--- config.mk ---
export PLATFORM = sky130hd
export DESIGN_NAME = round_robin_process_table
export DESIGN_NICKNAME = d
export VERILOG_FILES = /design/src/rtl/rrpt_pkg.sv /design/src/rtl/round_robin_process_table.sv
export SDC_FILE = /design/constraint.sdc
export NUM_CORES = 2
export LEC_CHECK = 0
export BUFFER_PORTS_ARGS = -buffer_cell sky130_fd_sc_hd__clkbuf_2
export CAP_MARGIN = 10
export CORE_ASPECT_RATIO = 0.9
export CORE_UTILIZATION = 38
export DETAILED_ROUTE_END_ITERATION = 8
export PLACE_DENSITY = 0.6
export SKIP_CTS_REPAIR_TIMING = 1
export SLEW_MARGIN = 0
export SYNTH_ARGS = -nofsm -noshare
export SYNTH_HDL_FRONTEND = slang
export SYNTH_SLANG_ARGS = --single-unit
--- constraint.sdc ---
create_clock -name clk_i -period 13.9 [get_ports clk_i]
set_input_delay 0 -clock clk_i [delete_from_list [all_inputs] [get_ports clk_i]]
set_output_delay 0 -clock clk_i [all_outputs]
set_load 0.05 [all_outputs]
--- src/rtl/rrpt_pkg.sv ---
`timescale 1ns / 1ps
`default_nettype none
package rrpt_pkg;

  typedef enum logic [3:0] {
    CMD_SPAWN    = 4'd0,
    CMD_PAUSE    = 4'd1,
    CMD_SCHEDULE = 4'd2,
    CMD_BLOCK    = 4'd3,
    CMD_WAKE     = 4'd4,
    CMD_KILL     = 4'd5,
    CMD_PICK     = 4'd6,
    CMD_REAP     = 4'd7,
    CMD_SAVE_SP  = 4'd8,
    CMD_READ_SP  = 4'd9,
    CMD_GETPID   = 4'd10
  } cmd_e;

  typedef enum logic [2:0] {
    SLOT_FREE    = 3'd0,
    SLOT_READY   = 3'd1,
    SLOT_RUNNING = 3'd2,
    SLOT_BLOCKED = 3'd3,
    SLOT_KILLED  = 3'd4
  } slot_state_e;

  typedef enum logic [2:0] {
    FSM_IDLE,
    FSM_LOOKUP,
    FSM_SPAWN,
    FSM_EXEC,
    FSM_PICK,
    FSM_REAP,
    FSM_DONE
  } fsm_e;

  localparam logic [1:0] RS_OK       = 2'd0;
  localparam logic [1:0] RS_NOTFOUND = 2'd1;
  localparam logic [1:0] RS_FULL     = 2'd2;
  localparam logic [1:0] RS_IGNORED  = 2'd3;

  localparam logic [15:0] QUANTUM_RESET = 16'd10;

  typedef struct packed {
    logic [3:0]  command;
    logic [31:0] target_pid;
    logic [31:0] operand_value;
    logic [31:0] now_ms;
  } in_item_t;

  typedef struct packed {
    logic [1:0]  status;
    logic [31:0] result_pid;
    logic [31:0] result_value;
    logic        yield_request;
  } out_item_t;

endpackage
`default_nettype wire

--- src/rtl/round_robin_process_table.sv ---
// block, getpid, kill of pid 0 and unknown commands go from idle straight to done;
// lookup commands walk the ring from slot 0, spawn scans the slots from slot 1 upward,
// pick and reap walk the ring; each visits at most MAX_PROCS slots, spawn at most MAX_PROCS - 1
// one item at a time: a new item is taken only in idle, after the last result entered the output register
// reset: slot 0 holds init pid 0 ready and linked to itself, all others free,
// current slot 0, pid counter 1, quantum 10
`timescale 1ns / 1ps
`default_nettype none
module round_robin_process_table #(
  parameter int MAX_PROCS = 16
) (
  input  wire                  clk_i,
  input  wire                  rst_ni,
  input  wire                  in_valid_i,
  output logic                 in_stall_o,
  input  rrpt_pkg::in_item_t   in_item_i,
  output logic                 out_valid_o,
  input  wire                  out_stall_i,
  output rrpt_pkg::out_item_t  out_item_o,
  input  wire                  cfg_valid_i,
  output logic                 cfg_ready_o,
  input  wire [15:0]           cfg_data_i
);

  localparam int IdxW = (MAX_PROCS > 1) ? $clog2(MAX_PROCS) : 1;
  localparam int CntW = $clog2(MAX_PROCS + 1);
  localparam logic [IdxW-1:0] LastIdx = IdxW'(MAX_PROCS - 1);
  localparam logic [CntW-1:0] LastCnt = CntW'(MAX_PROCS - 1);
  localparam logic [CntW-1:0] FullCnt = CntW'(MAX_PROCS);

  rrpt_pkg::slot_state_e st_q [MAX_PROCS];
  logic [IdxW-1:0] link_q  [MAX_PROCS];
  logic [31:0]     ident_q [MAX_PROCS];
  logic [31:0]     sp_q    [MAX_PROCS];
  logic [31:0]     cpu_q   [MAX_PROCS];
  logic [31:0]     start_q [MAX_PROCS];

  rrpt_pkg::fsm_e      state_q, state_d;
  rrpt_pkg::in_item_t  req_q, req_d;
  rrpt_pkg::out_item_t res_q, res_d, out_q, out_d;
  logic                out_valid_q, out_valid_d;
  logic [IdxW-1:0]     idx_q, idx_d, prev_q, prev_d, cur_q, cur_d;
  logic [CntW-1:0]     n_q, n_d;
  logic [31:0]         pidc_q, pidc_d;
  logic [15:0]         quantum_q;

  logic                    st_we;
  logic [IdxW-1:0]         st_wa;
  rrpt_pkg::slot_state_e   st_wd;
  logic                    lka_we, lkb_we;
  logic [IdxW-1:0]         lka_wa, lka_wd, lkb_wa, lkb_wd;
  logic                    spawn_we, cpu_we, sp_we;
  logic [31:0]             cpu_wd;

  logic [IdxW-1:0] nxt;
  logic            can_load;

  assign cfg_ready_o = 1'b1;
  assign in_stall_o  = (state_q != rrpt_pkg::FSM_IDLE);
  assign out_valid_o = out_valid_q;
  assign out_item_o  = out_q;
  assign nxt         = link_q[idx_q];
  assign can_load    = !out_valid_q || !out_stall_i;

  always_comb begin
    state_d     = state_q;
    req_d       = req_q;
    res_d       = res_q;
    out_d       = out_q;
    out_valid_d = out_valid_q;
    idx_d       = idx_q;
    prev_d      = prev_q;
    cur_d       = cur_q;
    n_d         = n_q;
    pidc_d      = pidc_q;
    st_we       = 1'b0;
    st_wa       = idx_q;
    st_wd       = rrpt_pkg::SLOT_READY;
    lka_we      = 1'b0;
    lka_wa      = '0;
    lka_wd      = '0;
    lkb_we      = 1'b0;
    lkb_wa      = '0;
    lkb_wd      = '0;
    spawn_we    = 1'b0;
    cpu_we      = 1'b0;
    sp_we       = 1'b0;
    cpu_wd      = cpu_q[idx_q] + {16'd0, quantum_q};

    if (out_valid_q && !out_stall_i) begin
      out_valid_d = 1'b0;
    end

    case (state_q)
      rrpt_pkg::FSM_IDLE: begin
        if (in_valid_i) begin
          req_d   = in_item_i;
          res_d   = '0;
          n_d     = '0;
          idx_d   = '0;
          state_d = rrpt_pkg::FSM_DONE;
          case (rrpt_pkg::cmd_e'(in_item_i.command))
            rrpt_pkg::CMD_SPAWN: begin
              idx_d   = IdxW'(1);
              state_d = rrpt_pkg::FSM_SPAWN;
            end
            rrpt_pkg::CMD_PAUSE, rrpt_pkg::CMD_SCHEDULE, rrpt_pkg::CMD_WAKE,
            rrpt_pkg::CMD_SAVE_SP, rrpt_pkg::CMD_READ_SP: begin
              state_d = rrpt_pkg::FSM_LOOKUP;
            end
            rrpt_pkg::CMD_KILL: begin
              if (in_item_i.target_pid == 32'd0) begin
                res_d.status = rrpt_pkg::RS_IGNORED;
              end else begin
                state_d = rrpt_pkg::FSM_LOOKUP;
              end
            end
            rrpt_pkg::CMD_BLOCK: begin
              st_we               = 1'b1;
              st_wa               = cur_q;
              st_wd               = rrpt_pkg::SLOT_BLOCKED;
              res_d.result_pid    = ident_q[cur_q];
              res_d.yield_request = 1'b1;
            end
            rrpt_pkg::CMD_PICK: begin
              res_d.result_pid = ident_q[cur_q];
              idx_d            = cur_q;
              state_d          = rrpt_pkg::FSM_PICK;
            end
            rrpt_pkg::CMD_REAP: begin
              prev_d  = '0;
              idx_d   = link_q[0];
              state_d = rrpt_pkg::FSM_REAP;
            end
            rrpt_pkg::CMD_GETPID: begin
              res_d.result_pid = ident_q[cur_q];
            end
            default: begin
              res_d.status = rrpt_pkg::RS_IGNORED;
            end
          endcase
        end
      end
      rrpt_pkg::FSM_LOOKUP: begin
        if (st_q[idx_q] != rrpt_pkg::SLOT_FREE && ident_q[idx_q] == req_q.target_pid) begin
          state_d = rrpt_pkg::FSM_EXEC;
        end else if (nxt == '0 || n_q == LastCnt) begin
          res_d.status = rrpt_pkg::RS_NOTFOUND;
          state_d      = rrpt_pkg::FSM_DONE;
        end else begin
          idx_d = nxt;
          n_d   = n_q + 1'b1;
        end
      end
      rrpt_pkg::FSM_EXEC: begin
        state_d = rrpt_pkg::FSM_DONE;
        case (rrpt_pkg::cmd_e'(req_q.command))
          rrpt_pkg::CMD_PAUSE: begin
            cpu_we = 1'b1;
            if (st_q[idx_q] == rrpt_pkg::SLOT_RUNNING) begin
              st_we = 1'b1;
            end
          end
          rrpt_pkg::CMD_SCHEDULE: begin
            cur_d = idx_q;
            st_we = 1'b1;
            st_wd = rrpt_pkg::SLOT_RUNNING;
          end
          rrpt_pkg::CMD_WAKE: begin
            st_we = 1'b1;
          end
          rrpt_pkg::CMD_SAVE_SP: begin
            sp_we = 1'b1;
          end
          rrpt_pkg::CMD_READ_SP: begin
            res_d.result_value = sp_q[idx_q];
          end
          rrpt_pkg::CMD_KILL: begin
            res_d.result_value  = req_q.now_ms - start_q[idx_q];
            res_d.yield_request = (idx_q == cur_q);
            st_we               = 1'b1;
            st_wd               = rrpt_pkg::SLOT_KILLED;
          end
          default: begin
          end
        endcase
      end
      rrpt_pkg::FSM_SPAWN: begin
        if (st_q[idx_q] == rrpt_pkg::SLOT_FREE) begin
          spawn_we         = 1'b1;
          cpu_wd           = '0;
          st_we            = 1'b1;
          lka_we           = 1'b1;
          lka_wa           = idx_q;
          lka_wd           = link_q[0];
          lkb_we           = 1'b1;
          lkb_wa           = '0;
          lkb_wd           = idx_q;
          res_d.result_pid = pidc_q;
          pidc_d           = pidc_q + 32'd1;
          state_d          = rrpt_pkg::FSM_DONE;
        end else if (idx_q == LastIdx) begin
          res_d.status = rrpt_pkg::RS_FULL;
          state_d      = rrpt_pkg::FSM_DONE;
        end else begin
          idx_d = idx_q + 1'b1;
        end
      end
      rrpt_pkg::FSM_PICK: begin
        if (st_q[nxt] == rrpt_pkg::SLOT_READY) begin
          res_d.result_pid = ident_q[nxt];
          state_d          = rrpt_pkg::FSM_DONE;
        end else if (n_q == LastCnt) begin
          state_d = rrpt_pkg::FSM_DONE;
        end else begin
          idx_d = nxt;
          n_d   = n_q + 1'b1;
        end
      end
      rrpt_pkg::FSM_REAP: begin
        if (idx_q == '0 || n_q == FullCnt) begin
          state_d = rrpt_pkg::FSM_DONE;
        end else begin
          if (st_q[idx_q] == rrpt_pkg::SLOT_KILLED && idx_q != cur_q) begin
            lka_we = 1'b1;
            lka_wa = prev_q;
            lka_wd = nxt;
            lkb_we = 1'b1;
            lkb_wa = idx_q;
            lkb_wd = '0;
            st_we  = 1'b1;
            st_wd  = rrpt_pkg::SLOT_FREE;
          end else begin
            prev_d = idx_q;
          end
          idx_d = nxt;
          n_d   = n_q + 1'b1;
        end
      end
      rrpt_pkg::FSM_DONE: begin
        if (can_load) begin
          out_d       = res_q;
          out_valid_d = 1'b1;
          state_d     = rrpt_pkg::FSM_IDLE;
        end
      end
      default: begin
        state_d = rrpt_pkg::FSM_IDLE;
      end
    endcase
  end

  always_ff @(posedge clk_i or negedge rst_ni) begin
    if (!rst_ni) begin
      state_q     <= rrpt_pkg::FSM_IDLE;
      out_valid_q <= 1'b0;
      cur_q       <= '0;
      pidc_q      <= 32'd1;
      quantum_q   <= rrpt_pkg::QUANTUM_RESET;
      idx_q       <= '0;
      prev_q      <= '0;
      n_q         <= '0;
    end else begin
      state_q     <= state_d;
      out_valid_q <= out_valid_d;
      cur_q       <= cur_d;
      pidc_q      <= pidc_d;
      idx_q       <= idx_d;
      prev_q      <= prev_d;
      n_q         <= n_d;
      if (cfg_valid_i) begin
        quantum_q <= cfg_data_i;
      end
    end
  end

  always_ff @(posedge clk_i) begin
    req_q <= req_d;
    res_q <= res_d;
    out_q <= out_d;
  end

  // slot table
  always_ff @(posedge clk_i or negedge rst_ni) begin
    if (!rst_ni) begin
      for (int i = 0; i < MAX_PROCS; i++) begin
        st_q[i]    <= (i == 0) ? rrpt_pkg::SLOT_READY : rrpt_pkg::SLOT_FREE;
        link_q[i]  <= '0;
        ident_q[i] <= '0;
        sp_q[i]    <= '0;
        cpu_q[i]   <= '0;
        start_q[i] <= '0;
      end
    end else begin
      if (st_we) begin
        st_q[st_wa] <= st_wd;
      end
      if (lka_we) begin
        link_q[lka_wa] <= lka_wd;
      end
      if (lkb_we) begin
        link_q[lkb_wa] <= lkb_wd;
      end
      if (spawn_we) begin
        ident_q[idx_q] <= pidc_q;
        start_q[idx_q] <= req_q.now_ms;
      end
      if (spawn_we || sp_we) begin
        sp_q[idx_q] <= req_q.operand_value;
      end
      if (spawn_we || cpu_we) begin
        cpu_q[idx_q] <= cpu_wd;
      end
    end
  end

endmodule
`default_nettype wire

### Yosys cells after proc, flatten, opt, wreduce, memory -nomap -nowiden

Index checks and enable logic that the tools add are counted.
Widths: inputs -> output; s select.

* magnitude comparators: 10
* reduce and logical (&&, ||, !) cells: 43
* bitwise operators: 6
* muxes and demuxes: 125
* add/subtract/negate cells: 4
* equality and inequality tests: 52

Operators by type and width (number)
* $bwmux 512: 3
* $bmux 32 s4: 5
* $mux 32: 14
* $bwmux 64: 2
* $demux 32 s4: 1
* $mux 64: 2
* $mux 4: 29
* $pmux 32 s3: 1
* $mux 67: 1
* $pmux 33 s2: 1
* $pmux 32 s2: 1
* $bwmux 48: 1
* $mux 3: 15
* $add 32x1->32 const B: 1
* $demux 4 s4: 2
* $eq 32x32->1: 1
* $logic_not 32->1: 1
* $sub 32x32->32: 1
* $ge 5x5->1 const B: 6
* $mux 5: 6
* $ne 2x2->1 const B: 15
* $not 4->5: 6
* $bmux 3 s4: 2
* $eq 4x3->1 const B: 6
* other kinds (51): 117

* register bits: 1935
* output and inout port bits: 70
* logic and storage cells: 339
* input bits: 121

### Depth between registers and ports, before layout

* word-level depth: 18
* mapped depth: 25
* mapped depth without buffers: 15

### Worst setup path after synthesis

OpenSTA, ideal clock, no wires.

* path kind: register to register
* start: reg state_q[2]
* end: reg out_q (netlist bit out_item_o[0]), enable pin
* data required time: 13.312 ns
* path slack: 7.593 ns
* stages on the path, launching flop included: 4
* data arrival time: 5.719 ns
* clock period less this slack: 6.307 ns
* setup time: 0.588 ns
* buffers on the path: 1
* cells stage by stage: dfrtp_1 > buf_1 > nand2_1 > nor3b_1

* word-level cells in the longest chain between the ends: 2

Ends and longest elaborated chain
* from (decl): line round_robin_process_table.sv:38 `rrpt_pkg::fsm_e state_q, state_d;`
* from (signal assigned): line round_robin_process_table.sv:255 `state_q <= rrpt_pkg::FSM_IDLE;`
* from (signal assigned): line round_robin_process_table.sv:264 `state_q <= state_d;`
* $eq 3x3->1: line round_robin_process_table.sv:94 `case (state_q)`
* $reduce_and 2->1 (no line)
* to (signal assigned): line round_robin_process_table.sv:280 `out_q <= out_d;`
* to (decl): line round_robin_process_table.sv:40 `rrpt_pkg::out_item_t res_q, res_d, out_q, out_d;`

No other way between the ends.
A chain may end at the register's enable or synchronous reset.

### Worst setup path in the final report

* start: reg idx_q[0]
* end: reg res_q[29] in the netlist's numbering (data pin)

* word-level cells in the longest chain between the ends: 7
* elaborated cells between the ends (all ways): 10
* those cells by class: add/sub (1); mux (8); bitwise (1)

Ends and longest elaborated chain
* from (decl): line round_robin_process_table.sv:42 `logic [IdxW-1:0] idx_q, idx_d, prev_q, prev_d, cur_q, cur_d;`
* from (signal assigned): line round_robin_process_table.sv:268 `idx_q <= idx_d;`
* $not 4->5 (*)
* $bmux 32 s4: line round_robin_process_table.sv:179 `res_d.result_value = req_q.now_ms - start_q[idx_q];`
* $mux 32 (not written as such) (2 in a row): line round_robin_process_table.sv:179
* $sub 32x32->32: line round_robin_process_table.sv:179
* $pmux 32 s2 (*): line round_robin_process_table.sv:157 `case (rrpt_pkg::cmd_e'(req_q.command))`
* $pmux 33 s2 (*): line round_robin_process_table.sv:94
* to (signal assigned): line round_robin_process_table.sv:279 `res_q <= res_d;`
* to (decl): line round_robin_process_table.sv:40

Mark *: on every way between the ends. The rest lies on a longest branch, timed or not. The select of a mux whose other input is x is not followed.

==> impl_metrics.env <==
export IMPL_status="finished, violations left"
export IMPL_failed_checks="hold timing"
export IMPL_netlist_area_um2=97220
export IMPL_clk_pin_slew_ns=0.06
export IMPL_first_iter_violations=5433
export IMPL_power_density_nw_per_um2=178.5
export IMPL_synth_top_area_share_pct=43.73
export IMPL_grt_overflow=0
export IMPL_met1_usage_pct=31.29
export IMPL_crit_arrival_ns=8.21
export IMPL_setup_viol=0
export IMPL_grt_pass1_wl_um=426100
export IMPL_peakVddDrop_v=0.0002208
export IMPL_p_leak_uw=0.04814
export IMPL_worst_path_max_fanout=45
export IMPL_rr_startpoint="idx_q[0]"
export IMPL_die_w_um=535.2
export IMPL_layout_common_cells="1691 x dfrtp_1, 1569 x mux2_2, 597 x mux4_2"
export IMPL_grt_usage_pct=22.22
export IMPL_start_util_pct=38.34
export IMPL_synthTopCellsByArea="dfrtp_1 44%, mux2_2 18%, mux4_2 14%, edfxtp_1 7.2%, mux2i_1 3.3%"
export IMPL_die_area_um2=257900
export IMPL_grt_pass1_vias=61590
export IMPL_area_growth_pct=12.52
export IMPL_skew_ns=0.08252
export IMPL_drc_errors=0
export IMPL_antenna_left=0
export IMPL_max_cap_violations=0
export IMPL_core_area_um2=253600
export IMPL_ioPinCount=191
export IMPL_final_area_um2=109400
export IMPL_fin_setup_tns_ns=0
export IMPL_worstHoldPathType="in -> async"
export IMPL_critPathKind="reg -> reg"
export IMPL_syn_nets=6825
export IMPL_io_buffers=172
export IMPL_rows=175
export IMPL_yosysSeqAreaShare_pct=51.01
export IMPL_cts_tree="yes"
export IMPL_first_pass_iters=8
export IMPL_hold_viol=29
export IMPL_dp_hpwl_um=163200
export IMPL_required_ns=14.64
export IMPL_cp_end_kind="register"
export IMPL_synth_ff_type="dfrtp_1"
export IMPL_placed_cells=9707
export IMPL_r2r_slack_ns=6.43
export IMPL_clk_path_buf_depth=4
export IMPL_async_reset_ff_share_pct=87.91
export IMPL_postLayoutCoreUtil_pct=43.14
export IMPL_cts_buffers=208
export IMPL_place_congestion=0.8454
export IMPL_min_period_ns=7.472
export IMPL_drive_gt1_share_pct=41.52
export IMPL_clk_latency_ns=0.90
export IMPL_met3_usage_pct=3.782
export IMPL_via_count=61060
export IMPL_startpoint_type="register"
export IMPL_vias_per_cell=5.942
export IMPL_stdcell_count=10280
export IMPL_rsz0062_at_grt="no"
export IMPL_netlist_instances=6664
export IMPL_synth_edf_count=234
export IMPL_wirelength_um=289600
export IMPL_grt_start_max_net_pins=187
export IMPL_place_ws_ns=6.366
export IMPL_routedWlPerCell_um=28.18
export IMPL_synth_seq_cells=1935
export IMPL_ff2ff_path_depth=16
export IMPL_yosysWarningCount=0
export IMPL_htreeDepth=4
export IMPL_numClockSinks=1935
export IMPL_synth_cell_types=99
export IMPL_top_usage_layer="met2"
export IMPL_synth_top_area_cell="dfrtp_1"
export IMPL_fmax_mhz=133.8
export IMPL_root_buffer="clkbuf_16"
export IMPL_die_h_um=481.9
export IMPL_layout_nets=6910
export IMPL_grt_use_met2_pct=35.38
export IMPL_period_share_pct=53.76
export IMPL_fin_ws_ns=6.428
export IMPL_final_common_cell="dfrtp_1"
export IMPL_avgSynthCellArea_um2=14.59
export IMPL_max_slew_margin_pct=17.48
export IMPL_dpl_instance_area_um2=100700
export IMPL_hold_ws_ns=-0.03649
export IMPL_antenna_found_initial=12
export IMPL_r2r_end="res_q[29]"
export IMPL_report_final_slew_viol_count=0
export IMPL_worstMarginPinSlew_ns=1.238
## logic make-up (layout without fill, tap and decap cells)
family | Yosys count | in the layout | synth area share [%]
buffers and inverters | 669 | 915 | 3.257
adders and majority gates | 40 | 40 | 0.5225
and+or+nand+nor | 747 | 747 | 3.862
DFF | 1935 | 1935 | 51.01
muxes | 2504 | 2504 | 35.53
xor gates and xnor gates | 113 | 113 | 1.018
other | 1 | 4 | 0.003857
AOI/OAI and AO/OA | 655 | 655 | 4.790
## cell usage after synthesis, drive strengths merged (10+ instances only)
library cell / n
dfrtp: 1699
mux2: 1583
mux4: 599
clkbuf: 363
mux2i: 322
buf: 245
edfxtp: 234
nand2: 232
a21oi: 178
a211oi: 170
nor2: 149
nor2b: 109
xnor2: 80
inv: 60
nor3: 57
o21ai: 56
nand3: 54
and3: 49
ha: 39
a311oi: 36
xor2: 33
a221o: 32
a22oi: 28
nand4: 26
a21o: 23
nor4: 16
a22o: 15
o21a: 15
a221oi: 12
o31ai: 12
o22ai: 10
## worst max-delay path: stages (launching register included)
cell and delay, ns:
dfrtp_4 0.96, buf_4 0.82, buf_4 0.88, mux4_2 0.59, mux4_2 0.47, inv_1 0.08
ha_1 0.26, a21o_1 0.19, a21oi_1 0.39, o21ai_0 0.17, a211oi_1 0.71, o211a_1 0.37
o211ai_1 0.25, a31o_2 0.33, xor2_1 0.36, nand2_1 0.19, a21oi_1 0.18
## sequential cells by signal, summed over array words and instances (netlist names)
name / cells
link_q: 64
st_q: 48
out_valid_o: 1
start_q: 512
sp_q: 512
state_q: 3
idx_q: 4
cur_q: 4
pidc_q: 32
res_q: 67
n_q: 5
req_q: 100
out_item_o: 67
ident_q: 512
prev_q: 4
## power breakdown
part           switching (uW)  internal, uW
sequential                714          6740
combinational            3880          2630
clock                    2340          3220
total                    6930         12600
## final cells by class
cell class	instances	area, um2
Antenna cell	3	7.507
Clock inverter	78	782.0
Sequential cell	1935	49620
Timing Repair Buffer	483	3866
Clock buffer	293	5891
Multi-Input combinational cell	4060	44780
Fill cell	22840	144200
Inverter	61	234.0
Tap cell	3363	4208
## routing by layer
layer / routed length, um / part of all wire [%]
met4: 7856 / 2.7
met1: 124500 / 43
met2: 136100 / 47
met5: 53 / 0.018
met3: 21040 / 7.3
## stage by stage
| step | hold WS [ns] | total power (uW) |
|---|---|---|
| final | -0.03649 | 19520 |
| after global routing | 0.006465 | 20320 |
| after CTS | -0.8434 | 19570 |
| after detailed placement | 0.06766 | 13990 |
| after global placement | 0.05977 | 13870 |
| after floorplan | -0.2956 | 11810 |
## worst max-delay path by stage
stage,start,end,slack [ns],cells past startpoint
after global placement,idx_q[0],res_q[29],6.39,16
after global routing,idx_q[0],res_q[29],6.01,16
after detailed placement,idx_q[0],res_q[29],6.37,16
final,idx_q[0],res_q[29],6.43,16
after floorplan,state_q[2],out_item_o[0],7.59,3
after CTS,idx_q[0],res_q[29],6.32,16
(Power assumes the default switching activity.)
